==> src/design/ptdb_pkg.sv <==
// ----------------------------------------------------------------------------
// ptdb_pkg
// Shared types, field widths, codes and the log2 table builder for the
// power-to-dB block.
// ----------------------------------------------------------------------------
package ptdb_pkg;

   localparam int POWER_W  = 32;   // unsigned Q16.16 power
   localparam int INDEX_W  = 12;   // entry index field
   localparam int DB_W     = 16;   // signed Q8.8 dB
   localparam int TOP_DB_W = 15;   // floor depth register
   localparam int FRAC_W   = 16;   // Q0.16 log2 fraction
   localparam int EXP_W    = 5;    // leading-one position 0..31
   localparam int LOG_W    = EXP_W + FRAC_W;
   localparam int SCALE_W  = 18;
   localparam int PROD_W   = LOG_W + SCALE_W;

   localparam int REQ_TDATA_W = 48;
   localparam int RSP_TDATA_W = 16;

   localparam logic [TOP_DB_W-1:0] TOP_DB_RESET    = 15'd20480;
   // round(2^16 * 10 * log10(2))
   localparam logic [SCALE_W-1:0]  DB_PER_LOG2_Q16 = 18'd197283;

   localparam logic OP_LOAD = 1'b0;
   localparam logic OP_READ = 1'b1;

   localparam logic STATUS_OK       = 1'b0;
   localparam logic STATUS_UNLOADED = 1'b1;

   typedef enum logic [2:0] {
      ST_IDLE,
      ST_FETCH,
      ST_LOG,
      ST_MUL,
      ST_EMIT
   } state_type;

   typedef struct packed {
      logic load;
      logic first;
      logic read;
   } store_ctl_type;

   // log2(1 + idx/2^bits) in Q0.16 by repeated squaring, MSB first.
   // Evaluated only on constants while the table is built.
   function automatic logic [FRAC_W-1:0] frac_log2(input int idx, input int bits);
      logic [63:0]       x;
      logic [FRAC_W-1:0] r;
      int                k;
      x = (64'(1) << bits) + 64'(idx);
      x = x << (30 - bits);
      r = '0;
      for (k = 0; k < FRAC_W; k++) begin
         x = (x * x) >> 30;
         if (x >= (64'(1) << 31)) begin
            x = x >> 1;
            r[FRAC_W-1-k] = 1'b1;
         end
      end
      return r;
   endfunction

endpackage

==> src/design/ptdb_log.sv <==
// ----------------------------------------------------------------------------
// ptdb_log
// Multi-cycle log2 in Q5.16: five-step binary normalizer, then table lookup.
// ----------------------------------------------------------------------------
module ptdb_log import ptdb_pkg::*; #(
   parameter int LOG_TABLE_BITS = 8
) (
   input  logic               clock,
   input  logic               reset,
   input  logic               start,
   input  logic [POWER_W-1:0] operand,
   output logic               done,
   output logic [LOG_W-1:0]   log_value
);

   localparam int          TBL_SIZE = 1 << LOG_TABLE_BITS;
   localparam logic [2:0]  STEP_TBL = 3'd5;

   logic [FRAC_W-1:0] tbl [TBL_SIZE];

   for (genvar g = 0; g < TBL_SIZE; g++) begin : g_tbl
      assign tbl[g] = frac_log2(g, LOG_TABLE_BITS);
   end

   logic               busy_ff, busy_in;
   logic               done_ff, done_in;
   logic [2:0]         step_ff, step_in;
   logic [POWER_W-1:0] norm_ff, norm_in;
   logic [EXP_W-1:0]   lz_ff, lz_in;
   logic [LOG_W-1:0]   log_ff, log_in;

   logic                      shift_en;
   logic [EXP_W-1:0]          amt;
   logic [EXP_W-1:0]          exp_val;
   logic [LOG_TABLE_BITS-1:0] frac;

   always_comb begin
      case (step_ff)
         3'd0: begin amt = 5'd16; shift_en = (norm_ff[31:16] == '0); end
         3'd1: begin amt = 5'd8;  shift_en = (norm_ff[31:24] == '0); end
         3'd2: begin amt = 5'd4;  shift_en = (norm_ff[31:28] == '0); end
         3'd3: begin amt = 5'd2;  shift_en = (norm_ff[31:30] == '0); end
         3'd4: begin amt = 5'd1;  shift_en = !norm_ff[31];           end
         default: begin amt = '0; shift_en = 1'b0; end
      endcase

      exp_val = 5'd31 - lz_ff;
      frac    = norm_ff[30 -: LOG_TABLE_BITS];

      busy_in = busy_ff;
      done_in = 1'b0;
      step_in = step_ff;
      norm_in = norm_ff;
      lz_in   = lz_ff;
      log_in  = log_ff;

      if (start) begin
         busy_in = 1'b1;
         step_in = '0;
         norm_in = (operand == '0) ? POWER_W'(1) : operand;
         lz_in   = '0;
      end else if (busy_ff) begin
         if (step_ff == STEP_TBL) begin
            log_in  = {exp_val, {FRAC_W{1'b0}}} + LOG_W'(tbl[frac]);
            done_in = 1'b1;
            busy_in = 1'b0;
         end else begin
            step_in = step_ff + 3'd1;
            if (shift_en) begin
               norm_in = norm_ff << amt;
               lz_in   = lz_ff + amt;
            end
         end
      end
   end

   always_ff @(posedge clock) begin
      if (reset) begin
         busy_ff <= 1'b0;
         done_ff <= 1'b0;
         step_ff <= '0;
      end else begin
         busy_ff <= busy_in;
         done_ff <= done_in;
         step_ff <= step_in;
      end
   end

   always_ff @(posedge clock) begin
      norm_ff <= norm_in;
      lz_ff   <= lz_in;
      log_ff  <= log_in;
   end

   assign done      = done_ff;
   assign log_value = log_ff;

endmodule

==> config.mk <==
export PLATFORM = sky130hd
export DESIGN_NAME = ptdb_log
export DESIGN_NICKNAME = d
export VERILOG_FILES = /design/src/design/ptdb_pkg.sv /design/src/design/ptdb_log.sv
export SDC_FILE = /design/constraint.sdc
export NUM_CORES = 1
export LEC_CHECK = 0
export ABC_AREA = 1
export BUFFER_PORTS_ARGS = -buffer_cell sky130_fd_sc_hd__buf_2
export CELL_PAD_IN_SITES_DETAIL_PLACEMENT = 2
export CELL_PAD_IN_SITES_GLOBAL_PLACEMENT = 2
export CORE_MARGIN = 5
export CORE_UTILIZATION = 36
export CTS_BUF_LIST = sky130_fd_sc_hd__clkbuf_4 sky130_fd_sc_hd__clkbuf_8
export CTS_CLUSTER_DIAMETER = 100
export CTS_CLUSTER_SIZE = 40
export DETAILED_ROUTE_END_ITERATION = 10
export PLACE_DENSITY = 0.94
export SLEW_MARGIN = 20
export SYNTH_ARGS = -nofsm -noshare
export SYNTH_HDL_FRONTEND = slang
export SYNTH_SLANG_ARGS = --single-unit
==> constraint.sdc <==
create_clock -name clock -period 6.3 [get_ports clock]
set_input_delay 0.63 -clock clock [delete_from_list [all_inputs] [get_ports clock]]
set_output_delay 0.63 -clock clock [all_outputs]
set_load 0.01 [all_outputs]
After elaboration in Yosys (flattened, before gate mapping)
Memory sizes are Yosys's and may differ from the RTL's.
Index checks and enable logic that the tools add are counted.
W data, S select, Z words.
- register bits after elaboration: 63
- ROM bits: 4096
- output and inout port bits: 22
- memories: 1
- add/subtract/negate cells: 4
- magnitude comparators: 1
- equal/unequal tests: 6
- shifts and indexed selects: 1
- mux-type cells: 13
- bitwise logic cells: 4
- reduce and logical (&&, ||, !) cells: 15
- memory list (memory ; depth ; bits a word ; rd ports ; clocked after memory_dff ; wr ports ; line ; text):
    (no name shown) ; 256 ; 16 ; 1 ; 0 ; 0 ; ptdb_log.sv:64 ; log_in = {exp_val, {FRAC_W{1'b0}}} + LOG_W'(tbl[frac]);
- operators by type and width (operator ; count):
    $mux W32 ; 5
    $logic_not A32 Y1 ; 1
    $mux W16 ; 2
    $shl A32 B5 Y32 ; 1
    $pmux W5 S5 ; 1
    $add A21 B16 Y21 ; 1
    $logic_not A16 Y1 ; 1
    $ge A9 B9 Y1 const B ; 1
    $not A8 Y9 ; 1
    $reduce_and A3 Y1 ; 3
    $logic_not A8 Y1 ; 1
    $eq A3 B2 Y1 const B ; 2
    $eq A3 B3 Y1 const B ; 2
    $add A5 B5 Y5 ; 1
    $pmux W1 S5 ; 1
    $sub A5 B5 Y5 const A ; 1
    $logic_not A4 Y1 ; 1
    $mux W1 ; 4
    $reduce_bool A2 Y1 ; 2
    $add A3 B1 Y3 const B ; 1
    $eq A3 B1 Y1 const B ; 1
    $logic_not A3 Y1 ; 1
    $not A1 Y1 ; 3
    $reduce_or A3 Y1 ; 1
    5 further kinds ; 5

Logic depth before layout (Yosys ltp)
Gate-level depths: netlist of the first run.
- word-level depth: 7
- depth in mapped cells: 15
- mapped depth without buffers: 15

Worst setup path after synthesis of the first run
OpenSTA, ideal clock, no wires.
- path type: input -> register
- start point: input start
- end point: register log_ff[0], in the netlist log_value[0] (enable)
- data arrival time: 2551 ps
- required time: 5875 ps
- path slack: 3324 ps
- stages: 3
- buffers on the path: 2
- cell sequence: clkbuf_1 > buf_1 > nor3_1
- longest elaborated chain between the ends: 2
- ends and longest elaborated chain (item ; line ; text):
    from (decl) ; ptdb_log.sv:10 ; input logic start,
    $not A1 Y1 (no source line) ; n/a ;
    $reduce_and A3 Y1 (no source line) ; n/a ;
    to (signal assigned) ; ptdb_log.sv:92 ; log_ff <= log_in;
    to (decl) ; ptdb_log.sv:30 ; logic [LOG_W-1:0] log_ff, log_in;
No other way between the ends.
A chain may end at the register's enable or synchronous reset.

Worst setup path in the final report of the first run
- start point: register norm_ff[25]
- end point: register norm_ff[22] (enable)
- longest elaborated chain between the ends: 4
- elaborated cells on any way between the ends: 5
- ends and longest elaborated chain (item ; line ; text):
    from (decl) ; ptdb_log.sv:28 ; logic [POWER_W-1:0] norm_ff, norm_in;
    from (signal assigned) ; ptdb_log.sv:90 ; norm_ff <= norm_in;
    $logic_not A16 Y1 or $logic_not A8 Y1 (tied branches) ; ptdb_log.sv:39, ptdb_log.sv:40 ;
    $pmux W1 S5 (*) ; ptdb_log.sv:38 ; case (step_ff)
    $reduce_bool A2 Y1 (no source line) (*) ; n/a ;
    $reduce_and A3 Y1 (no source line) (*) ; n/a ;
Mark *: on every way between the ends. The rest lies on a longest branch, timed or not.

==> results of run 1 <==
## state kept, by name (all words and copies together) (netlist names)
| signal | cells |
|---|---|
| busy_ff | 1 |
| done | 1 |
| norm_ff | 32 |
| lz_ff | 5 |
| log_value | 21 |
| step_ff | 3 |
## layout make-up
type | count | area (µm²) | area share
Sequential cell | 63 | 1790 | 0.204
Timing Repair Buffer | 75 | 423 | 0.0481
Antenna cell | 2 | 5.00 | 0.000569
Inverter | 120 | 450 | 0.0512
Clock inverter | 6 | 91.3 | 0.0104
Clock buffer | 10 | 138 | 0.0156
Multi-Input combinational cell | 1141 | 5550 | 0.630
Tap cell | 285 | 357 | 0.0405
## placed cells by master (no fill, tap or decap), drive strengths merged, types with 3 or more instances in the layout
cell type / netlist / final
a21oi: 54 / 54
a22oi: 6 / 6
a31oi: 10 / 10
buf: 66 / 75
clkbuf: 20 / 10
clkinvlp: 0 / 3
dfxtp: 10 / 10
edfxtp: 53 / 53
ha: 28 / 28
inv: 118 / 119
nand2: 418 / 418
nand3: 318 / 318
nand4: 14 / 14
nor2: 102 / 102
nor3: 14 / 14
nor4: 3 / 3
o211ai: 21 / 21
o21ai: 130 / 130
o22ai: 4 / 4
o31ai: 3 / 3
or2: 3 / 3
## report_power, final
group / internal, mW / switching, mW / total (mW)
Clock: 0.235 / 0.239 / 0.475
Sequential: 0.485 / 0.0280 / 0.513
Combinational: 0.250 / 0.809 / 1.06
Total: 0.971 / 1.08 / 2.05
## worst reg2reg max path, cell delays in order (launching register included)
cell,delay [ns]
edfxtp_1,0.76
buf_4,0.41
inv_2,0.37
ha_1,0.35
nand2_1,0.11
nor2_1,0.18
nand3_1,0.10
nand3b_1,0.13
nand3_2,0.26
nand2_1,0.17
buf_4,0.43
## through the flow
stage | power [mW] | cells | hold slack [ns] | cell area [µm²] | utilization
floorplan | 1.12 | 1410 | 0.452 | 8230 | -
global placement | 1.46 | 1684 | 0.466 | 8560 | 0.379
detailed placement | 1.51 | 1684 | 0.487 | 8570 | 0.380
CTS | 1.98 | 1700 | 0.380 | 8800 | 0.390
global route | 2.09 | 1700 | 0.386 | 8800 | 0.390
finish | 2.05 | 1702 | 0.382 | 8800 | 0.390
## how the worst max path moves through the flow
stage,start,endpoint,slack (ns),depth (start not counted)
floorplan,start,log_value[0]$_DFFE_PP_,3.32,3
global placement,norm_ff[28]$_DFFE_PP_,log_value[1]$_DFFE_PP_,2.85,9
global route,norm_ff[25]$_DFFE_PP_,norm_ff[22]$_DFFE_PP_,2.61,10
detailed placement,norm_ff[25]$_DFFE_PP_,norm_ff[22]$_DFFE_PP_,2.82,10
finish,norm_ff[25]$_DFFE_PP_,norm_ff[22]$_DFFE_PP_,2.65,10
CTS,norm_ff[25]$_DFFE_PP_,norm_ff[22]$_DFFE_PP_,2.79,10
## logic make-up (layout without fill, tap and decap cells)
kind of cell             count (synthesis)  in the layout
flip-flops                              63             63
XOR/XNOR                                 2              2
AO/OA/AOI/OAI                          235            235
adder cells (fa/ha/maj)                 28             28
AND/OR/NAND/NOR                        876            876
buffers and inverters                  206            211
other                                    0              2
## routing by layer
layer | vias to the layer above | track usage
met4 | 0 | 0.293
met1 | 5601 | 0.473
met2 | 847 | 0.634
met5 | - | 0
li1 | 4777 | -
met3 | 281 | 0.0786
==> results.cfg, run 1 <==
[route]
wl_met2_mm = 23.6
ant_nets = 0
wl_met1_mm = 19.5
drc_errors = 0
viasPerCell = 6.76
drt-wirelength-per-cell_um = 31.3
drt_first_pass_iters = 6
top_layer = met4
initialDrtViolationCount = 1427
num_vias = 11500
route.met3.wl_mm = 5.38
wl_mm = 53.2

[cts]
clk_latency_ns = 0.41
root_buffer = clkbuf_8
cts.repair.resized = 0
cts_tree = yes
cts.sinks = 63
postCtsSetupBuffers = 0
clkTransAtPathRegs_ns = 0.10
clk_path_buf_depth = 2
holdBufCountCts = 0
h-tree-depth = 3
cts_made_buffers = 9

[setup_path]
crit_fanout = 30
crit_chain = buf_4 -> inv_2 -> ha_1 -> nand2_1 -> nor2_1 -> nand3_1 -> nand3b_1 -> nand3_2 -> nand2_1 -> buf_4
worst-path-buf-inv = 3
reg2reg_from = norm_ff[25]$_DFFE_PP_
cpMaxStageDelayCell = edfxtp_1
critical_path_class = flip-flop to flip-flop
start_kind = flip-flop
r2r-end = norm_ff[22]$_DFFE_PP_
rrSetupSlack_ns = 2.65
critPathMaxStageDelay_ns = 0.76
arrival_ns = 3.70
ff2ff_path_depth = 10
worstPathRequired_ns = 6.34
worst_setup_path_end_kind = flip-flop
crit_family = buffers and inverters

[synth]
synthXorXnorAreaFrac = 0.00213
synthTopCellsByCount = nand2_1, nand3_1, inv_1
netlist_instances = 1410
syn_area_um2 = 8230
synth_top_family_by_area = simple AND/OR/NAND/NOR gates
synth.top_cell.area_share = 0.193
synth-edff-count = 53
syn-num-nets = 1473
ys_types = 44
synthSimpleGateAreaFrac = 0.469
yosysWarnings = 0
synthMuxAreaShare = 0
synth.most_common_cell = nand2_1
yosysSeqAreaShare = 0.218
synthAdderAreaFrac = 0.0426
ys.flop_type = edfxtp_1
async_flop_share = 0
yosys_register_bits = 63
synth_compound_area_frac = 0.159
synth.area.top_cells = edfxtp_1, nand3_1, nand2_1
synth_top_area_cell = edfxtp_1
avgSynthCellArea_um2 = 5.84

[floorplan]
dieArea_um2 = 26000
start_util = 0.365
num_rows = 55
core_area_um2 = 22600
die_width_um = 161
ioPinCount = 57
die_y_um = 161

[placed_design]
place.detailed.hpwl_mm = 39.1
gp_congestion = 1.08
pre_cts_ws_ns = 2.82
port_buffers = 56

[min_path]
hold_end = busy_ff$_SDFF_PP0_
hold_depth = 2
hold_path_class = input port to flip-flop
holdCritStartpoint = reset

[grt]
overflow = 0
antenna_found_initial = 1
gr-usage-all-layers = 0.397
grt_pass1_vias = 12200
grt_first_pass_wirelength_mm = 77.8
grt_max_degree = 68

[layout]
fillers = 2965
drive_above_1_share = 0.0947
syn2layout_area_growth_pct = 6.96
final_nets = 1473

[timing]
fin_setup_tns_ns = 0
worst_pin_slew_ns = 1.10
rsz0062_at_grt = false
finClkSkew_ns = 0.0185
setup_viol = 0
drv_slew = 0
hold_viol = 0
fmax_ghz = 0.274
finalWorstSetupSlack_ns = 2.65
max_slew_margin = 0.267
layout_min_cycle_time_ns = 3.65
fin_crit_sh = 0.580

[outcome]
status = completed

[run]
max_cap_violations = 0

[pwr]
p_leak_nw = 4.15
ir_worst_vdd_mv = 0.102
power_density_nw_per_um2 = 233
Power figures use the tool's default switching activity.
==> run 2: changes to the inputs <==
Settings changed: CORE_UTILIZATION 36 to 34, PLACE_DENSITY 0.94 to 0.9.
Clock period 6.3 ns to 3.4 ns, I/O delays scaled along.
==> run 2 against run 1 <==
Against the previous run:
- flip-flop and latch count stayed put
- sequential share of layout area shrank 0.48 points
- non-clock buffer count increased by 23
- critical path type unchanged
==> results.cfg, run 2 (synthesis results as in run 1) <==
[outcome]
status = completed

[setup_path]
critical_path_class = flip-flop to flip-flop
start_kind = flip-flop
worst_setup_path_end_kind = flip-flop
crit_start = step_ff[0]$_SDFFE_PP0P_
worstPathRequired_ns = 3.51
arrival_ns = 3.30
crit_fanout = 32
reg2reg_from = step_ff[0]$_SDFFE_PP0P_

[placed_design]
gp_congestion = 1.07
port_buffers = 56
place.detailed.hpwl_mm = 37.8

[min_path]
holdCritStartpoint = reset
hold_path_class = input port to flip-flop

[grt]
overflow = 0
grt_max_degree = 41
grt_pass1_vias = 11900
grt_first_pass_wirelength_mm = 74.3
gr-usage-all-layers = 0.363
antenna_found_initial = 1

[cts]
cts.sinks = 63
clkTransAtPathRegs_ns = 0.10
h-tree-depth = 3
cts.repair.resized = 0
clk_latency_ns = 0.40
cts_made_buffers = 9
postCtsSetupBuffers = 0
holdBufCountCts = 0
root_buffer = clkbuf_8
clk_path_buf_depth = 2
cts_tree = yes

[route]
ant_nets = 0
drt-wirelength-per-cell_um = 28.5
viasPerCell = 6.39
initialDrtViolationCount = 1225
drt_first_pass_iters = 5
wl_mm = 50.1
drc_errors = 0
num_vias = 11300

[timing]
setup_viol = 0
max_slew_margin = 0.459
drv_slew = 0
rsz0062_at_grt = false
worst_pin_slew_ns = 0.809
hold_slack_ns = 0.113
finClkSkew_ns = 0.0311
fin_setup_tns_ns = 0
hold_viol = 0
fmax_ghz = 0.314
layout_min_cycle_time_ns = 3.19
fin_crit_sh = 0.938

[pwr]
power_density_nw_per_um2 = 406
p_leak_nw = 4.27
ir_worst_vdd_mv = 0.189

[layout]
final_nets = 1496
largest_reg_flops = 32
drive_above_1_share = 0.108
syn2layout_area_growth_pct = 9.57
layout_commonest_cell = nand2_1
top_register = norm_ff
antenna_cells = 0
final_cell_mix = nand2_1, nand3_1, inv_1

[floorplan]
die_y_um = 166
start_util = 0.341
ioPinCount = 57
num_rows = 57
dieArea_um2 = 27400
die_width_um = 166
core_area_um2 = 24100

[run]
max_cap_violations = 0
-- run 2: critical path: stages (launching register included) --
cell	delay (ns)
dfxtp_1	0.45
inv_1	0.14
ha_1	0.29
nand2_2	0.53
inv_2	0.31
o21ai_0	0.42
nand2_1	0.16
nand3_1	0.14
nand3_1	0.15
nand3_1	0.15
nand3_1	0.15
-- run 2: worst paths after layout --
| check | to | slack [ns] | depth (start not counted) |
|---|---|---|---|
| worst max-delay path | norm_ff[26]$_DFFE_PP_ | 0.21 | 10 |
| worst min-delay path | busy_ff$_SDFF_PP0_ | 0.11 | 2 |
| worst max register to register | norm_ff[26]$_DFFE_PP_ | 0.21 | 10 |
| worst min register to register | log_value[19]$_DFFE_PP_ | 0.51 | 1 |
-- run 2: power by group --
group | leakage, nW | switching [mW] | internal, mW
registers | 0.591 | 0.0415 | 0.899
clock network | 0.105 | 0.410 | 0.341
logic | 3.57 | 1.46 | 0.509
-- run 2: routing by layer --
metal	track usage	vias up	wire [µm]
met5	0	-	0
met4	0.234	0	4020
met3	0.0732	231	4040
met2	0.597	671	22800
met1	0.432	5529	19200
li1	-	4828	-
-- run 2: area by class of cell --
cell class	count	area, µm²
timing repair buffer	98	633
tap	324	405
clock buffer	9	124
clock inverter	7	67.6
inverter	120	450
fill	3129	15100
sequential	63	1790
multi-input combinational	1141	5540
-- run 2: per-stage QoR --
stage | setup slack, ns | std cells | instance area [µm²] | power [mW] | utilization
after CTS | 0.316 | 1762 | 9010 | 3.57 | 0.374
after global routing | 0.103 | 1762 | 9010 | 3.79 | 0.374
after global placement | 0.530 | 1746 | 8820 | 2.76 | 0.366
final | 0.211 | 1762 | 9010 | 3.66 | 0.374
after floorplan | 0.663 | 1410 | 8230 | 2.08 | -
after detailed placement | 0.359 | 1746 | 8820 | 2.83 | 0.366
==> run 3: changes to the inputs <==
Settings changed: ABC_AREA 1 to default, CORE_UTILIZATION 34 to 38, PLACE_DENSITY 0.9 to 0.91.
==> run 3 against run 2 <==
Against the previous run:
- highest routed layer unchanged
- via count is 9.6% higher
- global-route usage increased by 5.8 points
- routed wire length grew 15%
- flip-flop and latch count unchanged
- critical path type unchanged
- synthesized area increased by 9.3%
- the flow now finishes with violations (negative setup slack)
- clock power is 3.7% higher
- clock skew decreased by 0.0086 ns
- largest power group unchanged
- core utilization is 5.4 points higher
- synthesized cell count decreased by 13%
- non-clock buffer count is 27 higher
- total power is 2.0% lower
- combinational power is 5% lower
==> results.cfg, run 3 <==
[layout]
final_cell_mix = nand2_1, nor2_1, o21ai_0
final_nets = 1286
largest_reg_flops = 32
layout_commonest_cell = nand2_1
top_register = norm_ff
syn2layout_area_growth_pct = 11.5
drive_above_1_share = 0.160
fin_util = 0.428

[run]
max_cap_violations = 0

[synth]
yosysWarnings = 0
synthTopCellsByCount = nand2_1, nor2_1, o21ai_0
ys_types = 75
yosys_register_bits = 63
synth.most_common_cell = nand2_1
synth-edff-count = 53
avgSynthCellArea_um2 = 7.36
syn_area_um2 = 8990
ys.flop_type = edfxtp_1
synth.top_cell.area_share = 0.177
yosysSeqAreaShare = 0.199
netlist_instances = 1221
async_flop_share = 0
synth.area.top_cells = edfxtp_1, mux2i_1, o21ai_0
synth_top_area_cell = edfxtp_1
syn-num-nets = 1284

[setup_path]
start_kind = flip-flop
worstPathRequired_ns = 3.68
crit_fanout = 12
crit_family = compound AO/OA/AOI/OAI gates
crit_chain = inv_2 -> ha_2 -> or4_4 -> nand3_1 -> buf_4 -> a21oi_1 -> a2111oi_0 -> a221o_1
cpMaxStageDelayCell = a2111oi_0
worst-path-buf-inv = 2
arrival_ns = 3.70
worst_setup_path_end_kind = flip-flop
critical_path_class = flip-flop to flip-flop
critPathMaxStageDelay_ns = 0.78

[floorplan]
dieArea_um2 = 26800
die_width_um = 164
core_area_um2 = 23400
die_y_um = 164
num_rows = 56
ioPinCount = 57
start_util = 0.384

[grt]
grt_pass1_vias = 12700
grt_first_pass_wirelength_mm = 84.7
overflow = 0
gr-usage-all-layers = 0.421
grt_max_degree = 94
antenna_found_initial = 8

[cts]
cts_tree = yes
root_buffer = clkbuf_8
clk_path_buf_depth = 2
cts.sinks = 63
clk_latency_ns = 0.41
clkTransAtPathRegs_ns = 0.09
h-tree-depth = 3
cts_made_buffers = 9

[timing]
worst_pin_slew_ns = 0.882
finClkSkew_ns = 0.0225
drv_slew = 0
setup_viol = 1
fin_setup_tns_ns = -0.0235
max_slew_margin = 0.397
layout_min_cycle_time_ns = 3.42
finalWorstSetupSlack_ns = -0.0235
fmax_ghz = 0.292
hold_slack_ns = 0.203
fin_crit_sh = 1.01
hold_viol = 0

[placed_design]
pre_cts_ws_ns = 0.0433
port_buffers = 56
place.detailed.hpwl_mm = 38.1
gp_congestion = 1.08

[outcome]
status = complete, but fails checks
violations = negative setup slack

[route]
drc_errors = 0
initialDrtViolationCount = 2471
wl_mm = 57.8
viasPerCell = 7.94
ant_nets = 0
drt-wirelength-per-cell_um = 37.2
num_vias = 12300
drt_first_pass_iters = 6

[pwr]
ir_worst_vdd_mv = 0.185
power_density_nw_per_um2 = 358
p_leak_nw = 3.69

[min_path]
hold_path_class = input port to flip-flop
==> run 3: cell count changes after synthesis, sizes merged, moves of 29 or more <==
| cell | delta |
|---|---|
| nor3 | +30 |
| nand2 | -312 |
| clkbuf | +52 |
| a21oi | +33 |
| nor2b | +29 |
| mux2i | +68 |
| nand3 | -280 |
| inv | -95 |
| nand2b | +35 |
| o21ai | -31 |
| a211oi | +29 |
==> run 3: area by class of cell <==
class | count | area [µm²]
Fill cell | 2736 | 13400
Multi-Input combinational cell | 997 | 6610
Sequential cell | 63 | 1800
Timing Repair Buffer | 125 | 890
Tap cell | 319 | 399
Clock buffer | 13 | 160
Inverter | 27 | 105
Clock inverter | 3 | 43.8
Antenna cell | 7 | 17.5
==> run 3: worst register-to-register path: stages, from the launching register on <==
cell and delay, ns:
dfxtp_2 0.42, inv_2 0.10, ha_2 0.21, or4_4 0.56, nand3_1 0.59, buf_4 0.27, a21oi_1 0.16, a2111oi_0 0.78
a221o_1 0.21
==> run 3: worst paths after layout <==
check | start | to | slack [ns] | depth (start not counted)
worst max-delay path | step_ff[1]$_SDFFE_PP0P_ | norm_ff[31]$_DFFE_PP_ | -0.02 | 8
worst min-delay path | reset | step_ff[0]$_SDFFE_PP0P_ | 0.20 | 2
worst max register to register | step_ff[1]$_SDFFE_PP0P_ | norm_ff[31]$_DFFE_PP_ | -0.02 | 8
worst min register to register | lz_ff[4]$_SDFFE_PP0P_ | log_value[20]$_DFFE_PP_ | 0.51 | 1
==> run 3: through the flow <==
stage          cell area (µm²)  instances  power, mW
6_report                 10000       1554       3.59
4_1_cts                   9930       1546       3.43
3_5_place_dp              9700       1530       2.62
3_3_place_gp              9700       1530       2.51
2_1_floorplan             8990       1221       1.96
5_1_grt                  10000       1548       3.62
==> run 3: cells by family (layout without fill, tap and decap cells) <==
logic type,count (synthesis),in the layout,synth area share
other cells,0,7,0
compound gates,442,442,0.334
simple gates,430,430,0.233
xor+xnor,7,7,0.00682
mux,87,87,0.108
flops,63,63,0.199
fa+ha+maj,31,31,0.0426
buf+inv,161,168,0.0760
==> run 3: routing by layer <==
metal  share of wire  vias to the layer above  track usage  wire length (µm)
li1                -                     4675            -                 -
met1            0.34                     5968        0.468             19600
met2            0.44                     1182        0.663             25300
met3            0.12                      510        0.133              6690
met4            0.11                        0        0.337              6240
met5               0                        -      0.00947                 0
==> run 3: repair_timing <==
action / 4_1_cts / 5_1_grt
pin swaps: 1 / 4
endpoints found under the hold margin: 0 / 0
resized for setup: 7 / 16
hold buffers: 0 / 0
setup endpoints to repair: 2 / 8
buffers inserted: 0 / 1
==> run 3: power by group <==
| group | switching [mW] | internal [mW] | total [mW] |
|---|---|---|---|
| Clock | 0.395 | 0.385 | 0.779 |
| Combinational | 1.30 | 0.567 | 1.87 |
| Sequential | 0.0488 | 0.885 | 0.934 |
